## config.mk

```make
export PLATFORM = sky130hd
export DESIGN_NAME = expression_char_lexer_core
export DESIGN_NICKNAME = d
export VERILOG_FILES = /design/src/hdl/elx_pkg.sv /design/src/hdl/elx_step.sv /design/src/hdl/elx_outq.sv /design/src/hdl/expression_char_lexer_core.sv
export SDC_FILE = /design/constraint.sdc
export NUM_CORES = 1
export LEC_CHECK = 0
export BUFFER_PORTS_ARGS = -buffer_cell sky130_fd_sc_hd__buf_2
export CORE_ASPECT_RATIO = 1.1
export CORE_MARGIN = 2
export CORE_UTILIZATION = 40
export CTS_CLUSTER_DIAMETER = 50
export DETAILED_ROUTE_END_ITERATION = 6
export GPL_TIMING_DRIVEN = 0
export PLACE_DENSITY = 0.64
export SYNTH_ARGS = -nofsm -noshare
export SYNTH_HDL_FRONTEND = slang
export SYNTH_SLANG_ARGS = --single-unit
```

## constraint.sdc

```tcl
create_clock -name clk -period 34.5 [get_ports clk]
set_clock_uncertainty 0.1 [all_clocks]
set_input_delay 6.9 -clock clk [delete_from_list [all_inputs] [get_ports clk]]
set_output_delay 6.9 -clock clk [all_outputs]
set_load 0.01 [all_outputs]
```

## src/hdl/elx_pkg.sv

```systemverilog
// ----------------------------------------------------------------------------
// elx_pkg: shared types and constants of the expression lexer
// Token kinds, lexer modes, character codes and the result record.
// ----------------------------------------------------------------------------
package elx_pkg;

  localparam int POS_BITS    = 16;
  localparam int FIELD_BITS  = 16;
  localparam int VALUE_BITS  = 63;
  localparam int MAX_RESULTS = 3;
  localparam int QDEPTH      = 4;
  localparam int QPTR_BITS   = $clog2(QDEPTH);
  localparam int LVL_BITS    = QPTR_BITS + 1;

  localparam logic [VALUE_BITS-1:0] NUM_MAX = '1;

  localparam logic [7:0] CH_LPAREN  = 8'h28;
  localparam logic [7:0] CH_RPAREN  = 8'h29;
  localparam logic [7:0] CH_CARET   = 8'h5E;
  localparam logic [7:0] CH_PERCENT = 8'h25;
  localparam logic [7:0] CH_SLASH   = 8'h2F;
  localparam logic [7:0] CH_STAR    = 8'h2A;
  localparam logic [7:0] CH_MINUS   = 8'h2D;
  localparam logic [7:0] CH_PLUS    = 8'h2B;

  typedef logic [POS_BITS-1:0] pos_t;

  typedef enum logic [3:0] {
    KIND_LPAREN     = 4'd0,
    KIND_RPAREN     = 4'd1,
    KIND_CARET      = 4'd2,
    KIND_PERCENT    = 4'd3,
    KIND_SLASH      = 4'd4,
    KIND_STAR       = 4'd5,
    KIND_MINUS      = 4'd6,
    KIND_PLUS       = 4'd7,
    KIND_NUMBER     = 4'd8,
    KIND_VARIABLE   = 4'd9,
    KIND_BAD_SYMBOL = 4'd10,
    KIND_OVERFLOW   = 4'd11,
    KIND_END        = 4'd12
  } kind_t;

  typedef enum logic [1:0] {
    MODE_IDLE = 2'd0,
    MODE_NUM  = 2'd1,
    MODE_VAR  = 2'd2,
    MODE_ERR  = 2'd3
  } mode_t;

  typedef struct packed {
    kind_t                  kind;
    logic [VALUE_BITS-1:0]  value;
    logic [FIELD_BITS-1:0]  position;
    logic [FIELD_BITS-1:0]  length;
    logic                   last;
  } res_t;

  // Results of one character, in emission order, and how many are valid.
  typedef struct packed {
    logic [1:0]             count;
    res_t [MAX_RESULTS-1:0] slot;
  } step_out_t;

  typedef struct packed {
    logic                room;
    logic [LVL_BITS-1:0] level;
  } q_stat_t;

  // Indices wrap at POS_BITS; the output fields keep their low bits.
  function automatic logic [FIELD_BITS-1:0] pos_to_field(pos_t p);
    logic [31:0] w;
    w = 32'(p);
    return w[FIELD_BITS-1:0];
  endfunction

  function automatic res_t mk_res(kind_t k, logic [VALUE_BITS-1:0] v, pos_t p, pos_t l);
    res_t r;
    r.kind     = k;
    r.value    = v;
    r.position = pos_to_field(p);
    r.length   = pos_to_field(l);
    r.last     = 1'b0;
    return r;
  endfunction

endpackage

```

## src/hdl/elx_step.sv

```systemverilog
// ----------------------------------------------------------------------------
// elx_step: lexer state and per-character token logic
// Holds the lexer mode, number accumulator and positions, and forms the
// tokens that one character produces.
// ----------------------------------------------------------------------------
module elx_step (
  input  logic               clk,
  input  logic               rst_n,
  input  logic               fire,
  input  logic [7:0]         char_code,
  input  logic               end_of_text,
  output elx_pkg::step_out_t step_out
);
  import elx_pkg::*;

  mode_t                 mode_r, mode_nxt;
  logic [VALUE_BITS-1:0] acc_r, acc_nxt;
  logic                  ovf_r, ovf_nxt;
  pos_t                  start_r, start_nxt;
  pos_t                  idx_r, idx_nxt;

  logic                  is_alpha, is_digit, is_space, op_hit;
  kind_t                 op_kind;
  logic [VALUE_BITS+3:0] prod;
  pos_t                  end_pos;
  logic [1:0]            cnt;
  res_t [MAX_RESULTS-1:0] slot;

  always_comb begin
    is_alpha = (char_code inside {[8'h41:8'h5A], [8'h61:8'h7A]});
    is_digit = (char_code inside {[8'h30:8'h39]});
    is_space = (char_code == 8'h20) || (char_code inside {[8'd9:8'd13]});
  end

  always_comb begin
    op_hit  = 1'b1;
    op_kind = KIND_LPAREN;
    case (char_code)
      CH_LPAREN:  op_kind = KIND_LPAREN;
      CH_RPAREN:  op_kind = KIND_RPAREN;
      CH_CARET:   op_kind = KIND_CARET;
      CH_PERCENT: op_kind = KIND_PERCENT;
      CH_SLASH:   op_kind = KIND_SLASH;
      CH_STAR:    op_kind = KIND_STAR;
      CH_MINUS:   op_kind = KIND_MINUS;
      CH_PLUS:    op_kind = KIND_PLUS;
      default:    op_hit  = 1'b0;
    endcase
  end

  always_comb begin
    mode_nxt  = mode_r;
    acc_nxt   = acc_r;
    ovf_nxt   = ovf_r;
    start_nxt = start_r;
    idx_nxt   = idx_r;
    cnt       = '0;
    slot      = '0;
    end_pos   = idx_r + pos_t'(1);
    // acc * 10 + digit, wide enough to see a value past the 63-bit limit.
    prod = ({4'b0, acc_r} << 3) + ({4'b0, acc_r} << 1) + (VALUE_BITS+4)'(char_code[3:0]);

    // Close or extend a pending run.
    case (mode_r)
      MODE_NUM: begin
        if (is_alpha) begin
          slot[cnt] = mk_res(KIND_BAD_SYMBOL, '0, idx_r, pos_t'(1));
          cnt       = cnt + 2'd1;
          mode_nxt  = MODE_ERR;
        end else if (is_digit) begin
          if (!ovf_r) begin
            if (prod > {4'b0, NUM_MAX}) begin
              ovf_nxt = 1'b1;
              acc_nxt = NUM_MAX;
            end else begin
              acc_nxt = prod[VALUE_BITS-1:0];
            end
          end
        end else begin
          if (ovf_r) begin
            slot[cnt] = mk_res(KIND_OVERFLOW, '0, idx_r, pos_t'(1));
            mode_nxt  = MODE_ERR;
          end else begin
            slot[cnt] = mk_res(KIND_NUMBER, acc_r, start_r, idx_r - start_r);
            mode_nxt  = MODE_IDLE;
          end
          cnt = cnt + 2'd1;
        end
      end
      MODE_VAR: begin
        if (!is_alpha && !is_digit) begin
          slot[cnt] = mk_res(KIND_VARIABLE, '0, start_r, idx_r - start_r);
          cnt       = cnt + 2'd1;
          mode_nxt  = MODE_IDLE;
        end
      end
      default: ;
    endcase

    // Outside error mode, a non-space character that no run took starts a token of its own.
    if (mode_nxt == MODE_IDLE && !is_space) begin
      if (op_hit) begin
        slot[cnt] = mk_res(op_kind, '0, idx_r, pos_t'(1));
        cnt       = cnt + 2'd1;
      end else if (is_alpha) begin
        mode_nxt  = MODE_VAR;
        start_nxt = idx_r;
      end else if (is_digit) begin
        mode_nxt  = MODE_NUM;
        start_nxt = idx_r;
        acc_nxt   = VALUE_BITS'(char_code[3:0]);
        ovf_nxt   = 1'b0;
      end else begin
        slot[cnt] = mk_res(KIND_BAD_SYMBOL, '0, idx_r, pos_t'(1));
        cnt       = cnt + 2'd1;
        mode_nxt  = MODE_ERR;
      end
    end

    if (end_of_text) begin
      if (mode_nxt == MODE_NUM) begin
        if (ovf_nxt) begin
          slot[cnt] = mk_res(KIND_OVERFLOW, '0, end_pos, pos_t'(1));
        end else begin
          slot[cnt] = mk_res(KIND_NUMBER, acc_nxt, start_nxt, end_pos - start_nxt);
        end
        cnt = cnt + 2'd1;
      end else if (mode_nxt == MODE_VAR) begin
        slot[cnt] = mk_res(KIND_VARIABLE, '0, start_nxt, end_pos - start_nxt);
        cnt       = cnt + 2'd1;
      end
      slot[cnt] = mk_res(KIND_END, '0, end_pos, pos_t'(1));
      cnt       = cnt + 2'd1;
      mode_nxt  = MODE_IDLE;
      acc_nxt   = '0;
      ovf_nxt   = 1'b0;
      start_nxt = '0;
      idx_nxt   = '0;
    end else begin
      idx_nxt = end_pos;
    end

    if (cnt != 2'd0) begin
      slot[cnt - 2'd1].last = 1'b1;
    end
    if (!fire) begin
      cnt = '0;
    end
    step_out.count = cnt;
    step_out.slot  = slot;
  end

  always_ff @(posedge clk) begin
    if (!rst_n) begin
      mode_r  <= MODE_IDLE;
      acc_r   <= '0;
      ovf_r   <= 1'b0;
      start_r <= '0;
      idx_r   <= '0;
    end else if (fire) begin
      mode_r  <= mode_nxt;
      acc_r   <= acc_nxt;
      ovf_r   <= ovf_nxt;
      start_r <= start_nxt;
      idx_r   <= idx_nxt;
    end
  end

endmodule

```

## src/hdl/elx_outq.sv

```systemverilog
// ----------------------------------------------------------------------------
// elx_outq: token queue in front of the result channel
// Takes up to three tokens per cycle; presents one per cycle unless out_stall.
// ----------------------------------------------------------------------------
module elx_outq (
  input  logic               clk,
  input  logic               rst_n,
  input  elx_pkg::step_out_t wr,
  input  logic               out_stall,
  output logic               out_valid,
  output elx_pkg::res_t      out_res,
  output elx_pkg::q_stat_t   stat
);
  import elx_pkg::*;

  res_t                 q_r [QDEPTH];
  logic [QPTR_BITS-1:0] wr_ptr_r, wr_ptr_nxt;
  logic [QPTR_BITS-1:0] rd_ptr_r, rd_ptr_nxt;
  logic [LVL_BITS-1:0]  level_r, level_nxt;
  logic [LVL_BITS-1:0]  level_after_pop;
  logic                 pop;

  assign out_valid = (level_r != '0);
  assign out_res   = q_r[rd_ptr_r];
  assign pop       = out_valid && !out_stall;

  always_comb begin
    level_after_pop = level_r - LVL_BITS'(pop);
    // Room for the worst case of one character before it is taken.
    stat.room  = (level_after_pop <= LVL_BITS'(QDEPTH - MAX_RESULTS));
    stat.level = level_r;
    level_nxt  = level_after_pop + LVL_BITS'(wr.count);
    wr_ptr_nxt = wr_ptr_r + QPTR_BITS'(wr.count);
    rd_ptr_nxt = rd_ptr_r + QPTR_BITS'(pop);
  end

  always_ff @(posedge clk) begin
    for (int i = 0; i < MAX_RESULTS; i++) begin
      if (2'(i) < wr.count) begin
        q_r[wr_ptr_r + QPTR_BITS'(i)] <= wr.slot[i];
      end
    end
  end

  always_ff @(posedge clk) begin
    if (!rst_n) begin
      wr_ptr_r <= '0;
      rd_ptr_r <= '0;
      level_r  <= '0;
    end else begin
      wr_ptr_r <= wr_ptr_nxt;
      rd_ptr_r <= rd_ptr_nxt;
      level_r  <= level_nxt;
    end
  end

endmodule

```

## src/hdl/expression_char_lexer_core.sv

```systemverilog
// ----------------------------------------------------------------------------
// expression_char_lexer_core: streaming lexer for arithmetic expressions
// Turns a character stream into operator, number and variable tokens.
// ----------------------------------------------------------------------------
//  channel | direction | handshake             | payload
//  in_     | input     | in_valid / in_stall   | char_code, end_of_text
//  out_    | output    | out_valid / out_stall | kind, number_value, position,
//          |           |                       | token_length, run_last
//
// One character is taken per cycle while in_stall is low; it is registered,
// classified and its tokens (zero to three) are written into a four-entry
// queue. Tokens leave at one per cycle while out_stall is low, each in its
// own output transfer. The queue needs room for three tokens.
// Reset is synchronous and clears the lexer to idle at position zero.
// in_stall rises only while a registered character waits for queue room.
module expression_char_lexer_core (
  input  logic                             clk,
  input  logic                             rst_n,
  input  logic                             in_valid,
  output logic                             in_stall,
  input  logic [7:0]                       in_char_code,
  input  logic                             in_end_of_text,
  output logic                             out_valid,
  input  logic                             out_stall,
  output logic [3:0]                       out_kind,
  output logic [elx_pkg::VALUE_BITS-1:0]   out_number_value,
  output logic [elx_pkg::FIELD_BITS-1:0]   out_position,
  output logic [elx_pkg::FIELD_BITS-1:0]   out_token_length,
  output logic                             out_run_last
);
  import elx_pkg::*;

  logic       in_vld_r;
  logic [7:0] char_r;
  logic       eot_r;
  logic       fire;
  logic       in_take;
  step_out_t  step_out;
  q_stat_t    q_stat;
  res_t       out_res;

  assign fire     = in_vld_r && q_stat.room;
  assign in_stall = in_vld_r && !q_stat.room;
  assign in_take  = in_valid && !in_stall;

  always_ff @(posedge clk) begin
    if (!rst_n) begin
      in_vld_r <= 1'b0;
    end else if (in_take) begin
      in_vld_r <= 1'b1;
    end else if (fire) begin
      in_vld_r <= 1'b0;
    end
  end

  always_ff @(posedge clk) begin
    if (in_take) begin
      char_r <= in_char_code;
      eot_r  <= in_end_of_text;
    end
  end

  elx_step u_step (
    .clk         (clk),
    .rst_n       (rst_n),
    .fire        (fire),
    .char_code   (char_r),
    .end_of_text (eot_r),
    .step_out    (step_out)
  );

  elx_outq u_outq (
    .clk       (clk),
    .rst_n     (rst_n),
    .wr        (step_out),
    .out_stall (out_stall),
    .out_valid (out_valid),
    .out_res   (out_res),
    .stat      (q_stat)
  );

  assign out_kind         = 4'(out_res.kind);
  assign out_number_value = out_res.value;
  assign out_position     = out_res.position;
  assign out_token_length = out_res.length;
  assign out_run_last     = out_res.last;

`ifndef SYNTHESIS
  // The last character of a text always yields at least its end token.
  a_eot_has_result: assert property (@(posedge clk) disable iff (!rst_n)
    (fire && eot_r) |-> (step_out.count != 2'd0))
    else $error("end of text produced no token");

  // The queue never holds more than its depth.
  a_level_bound: assert property (@(posedge clk) disable iff (!rst_n)
    q_stat.level <= LVL_BITS'(QDEPTH))
    else $error("token queue overfilled");

  // An end token closes the run of its character.
  a_end_is_last: assert property (@(posedge clk) disable iff (!rst_n)
    (out_valid && (out_kind == 4'(KIND_END))) |-> out_run_last)
    else $error("end token not marked last");
`endif

endmodule
```

==> results.md <==
- Status: complete, but fails checks
- Failing checks: capacitance limit, slew limit
- CTS tree: built
- Slew @ Worst Pin: ~1500 ps
- Core Region: between 80000 and 90000 um^2
- Syn Area/Cell: about 10 um^2
- Area fraction in compound gates after synthesis: 0.262
- All-layer global routing usage: 0.341
- CTS sink cnt: a little over 500
- Global placement routability congestion: 1.06
- Filler Cell Count: about 8000
- HPWL after detailed placement: approximately 120000 um
- Fin Hold WS: ~440 ps
- Synth top area share: 0.352
- Yosys warning count: 0
- CP Cell Sequence: buf_2 > nor2b_1 > ha_1 > ha_1 > xnor2_1 > a21boi_0 > buf_2
- Final worst-path cycle share: 0.453
- # diodes: 0
- Reg2reg setup slack: approximately 26000 ps
- Setup Fix Bufs, Post-CTS: 0
- Via count: 33600
- DR vias/cell: 6.90
- Routed wire length: approximately 160000 um
- First-pass GRT wire length: 223000 um
- Leak pwr: about 13 nW
- Fmax: roughly 64 MHz
- Drt pass-1 iters: 7
- Clock slew seen by the registers of the worst setup and hold paths: around 60 ps
- Layout cells sized above 1: 0.139
- Max Slew Vio Count: 11
- Antenna-violating nets left: 0
- Initial Util: 0.404
- Slowest CP cell: nor2b_1
- Post-Synth Simple-Gate Area: 0.121
- Max IR drop VDD: between 0.04 and 0.05 mV
- Area growth, synth to finish: 12.9%
- EDFF count, synth: between 400 and 500
- DR DRC count: 0
- CP arrival: approximately 8600 ps
- CP Class: input pin to output pin
- Die Ht: between 300 and 400 um
- Crit end category: output pin
- Largest net degree at the start of global routing: 52
- Post-synthesis cell type count: 120
- Area leader, netlist: edfxtp_1
- PortBufs: 114
- Synthesized area: approximately 35000 um^2
- Core Rows: roughly 110
- RSZ-0062 raised after global routing: no
- Slew HR: -0.0193
- Post-Syn Nets: 3662
- Top Ports: 115
- R2R depth: 24
- Synth Area in XOR/XNOR: 0.0269
- Clock buffer depth: 3
- Grt ovf: 0
- Multiplexer area fraction after synthesis: 0.0703
- Setup-failing EPs final: 0
- Synth top area cells: edfxtp_1 (35%), mux4_2 (6.5%), ha_1 (6.1%), dfxtp_1 (6.1%), o22ai_1 (3.8%)
- Hold Path Depth: 2
- Hold crit path type: register to register
- Clk_lat worst skew: about 690 ps
- Post-route cell area: roughly 39000 um^2
- Slowest stage delay, CP: 460 ps
- CP max FO: 4
- PostCTS Resize Cnt: 0
- Initial antenna violation count: 4
- Synthesis-stage register bit count: about 520
- Primary FF master, synth: edfxtp_1
- Post-layout min period: ~16000 ps
- Largest family of logic cells by synthesized area: compound AO/OA/AOI/OAI gates
- Clk root buf: clkbuf_16
- H-tree Lvls: 2
- DP Area: 37300 um^2
- Setup TNS Final: 0 ps
- Drt initial violations: around 5600
- Share of synthesized flip-flops with an asynchronous set or reset: 0
- Most instantiated library cell after synthesis: edfxtp_1
- Cell count after synthesis: 3473
- Synthesized-area fraction occupied by adder cells: 0.0642
- Cts hold-fix bufs: 0
- Number of nets in the layout: 3858
- Seq/Total Area, Yosys: 0.413
- Final Hold Vio Count: 0
- Die width: about 290 um
- Routed length per placed instance: about 32 um
- Crit path launch type: input pin
- Die outline area: about 90000 um^2
- Cts bufs inserted: 60
- Number of global-route vias before repair: 31200
- Commonest cells post-synth: edfxtp_1 (409), nor2_1 (313), nand2_1 (262)
- PD cells: 68.0 nW/um^2
- Max Cap Viol: 1
- Worst EP required: between 20000 and 30000 ps
-- logic make-up (layout without fill, tap and decap cells) --
| family | after synthesis | after routing |
|---|---|---|
| xor+xnor | 104 | 104 |
| mux | 118 | 118 |
| flops | 515 | 515 |
| buf+inv | 359 | 607 |
| simple gates | 916 | 916 |
| compound gates | 1285 | 1285 |
| fa+ha+maj | 176 | 176 |
-- path summary, 6_finish.rpt --
kind | startpoint | end
hold reg to reg | u_step.start_r[4] | u_step.start_r[4]
hold / removal | u_step.start_r[4] | u_step.start_r[4]
setup reg to reg | char_r[2] | u_outq.q_r[1][6]
setup / recovery | out_stall | in_stall
-- critical path: cells and delay by family --
| family | cells | cell delay [ps] |
|---|---|---|
| adder cells (fa/ha/maj) | 2 | 410 |
| AO/OA/AOI/OAI | 1 | 410 |
| XOR/XNOR | 1 | 110 |
| AND/OR/NAND/NOR | 1 | 460 |
| buffers and inverters | 2 | 320 |
-- layer usage --
metal | share of wire | global-route usage | up-vias
met1 | 0.39 | 0.462 | 16300
met4 | 0.066 | 0.187 | 4
met5 | 0.00016 | 0 | -
li1 | - | - | 14200
met3 | 0.13 | 0.0988 | 565
met2 | 0.41 | 0.491 | 2541
-- per-stage QoR --
stage	cells	utilization	total power, mW	worst slack [ps]
detailed placement	4757	0.432	1.97	18870
global route	4871	0.456	2.73	18700
global placement	4737	0.427	1.98	10100
finish	4871	0.456	2.68	18880
CTS	4871	0.456	2.62	18880
floorplan	3473	-	1.50	18140
-- registers in the layout, summed over array words and instances, names as in the netlist, 2 cells and up --
register,flops
u_step.acc_r,63
char_r,8
u_step.start_r,16
u_outq.q_r,400
u_outq.wr_ptr_r,2
u_step.idx_r,16
u_outq.rd_ptr_r,2
u_outq.level_r,3
u_step.mode_r,2
-- cells in the final DEF (no fill, tap or decap), types with 17 or more instances in the layout --
cell,instances
a22o_1,89
o31ai_1,23
clkbuf_1,171
o22ai_1,211
nor3_1,45
nand3_1,102
edfxtp_1,409
o21bai_1,22
a21o_1,34
and2_1,24
nor2_1,313
buf_2,171
inv_1,91
or2_2,19
o211ai_1,45
a31oi_1,27
a2bb2oi_1,38
nand2b_1,19
nand4_1,24
o21ai_0,186
dfxtp_1,106
a22oi_1,88
nand2_1,262
o21ai_1,17
buf_1,34
xnor2_1,67
mux4_2,100
ha_1,171
xor2_1,35
a311oi_1,20
a21oi_1,190
and3_1,19
o221ai_1,44
clkbuf_16,60
a211oi_1,25
-- report_power, final --
group,switching (mW),internal (mW),total (mW)
sequential,0.0284,0.809,0.838
clock,0.294,0.375,0.669
combinational,0.807,0.362,1.17
-- area by class of cell --
type / count / area [um^2] / share of cell area
Inverter: 97 / 369 / 0.00938
Tap cell: 1150 / 1440 / 0.0365
Buffer: 262 / 1090 / 0.0276
Clock buffer: 73 / 1600 / 0.0406
Multi-Input combinational cell: 2599 / 19100 / 0.484
Sequential cell: 515 / 14400 / 0.366
Timing Repair Buffer: 134 / 961 / 0.0244
Clock inverter: 41 / 449 / 0.0114
No activity file was read; power rests on OpenSTA's default activity.
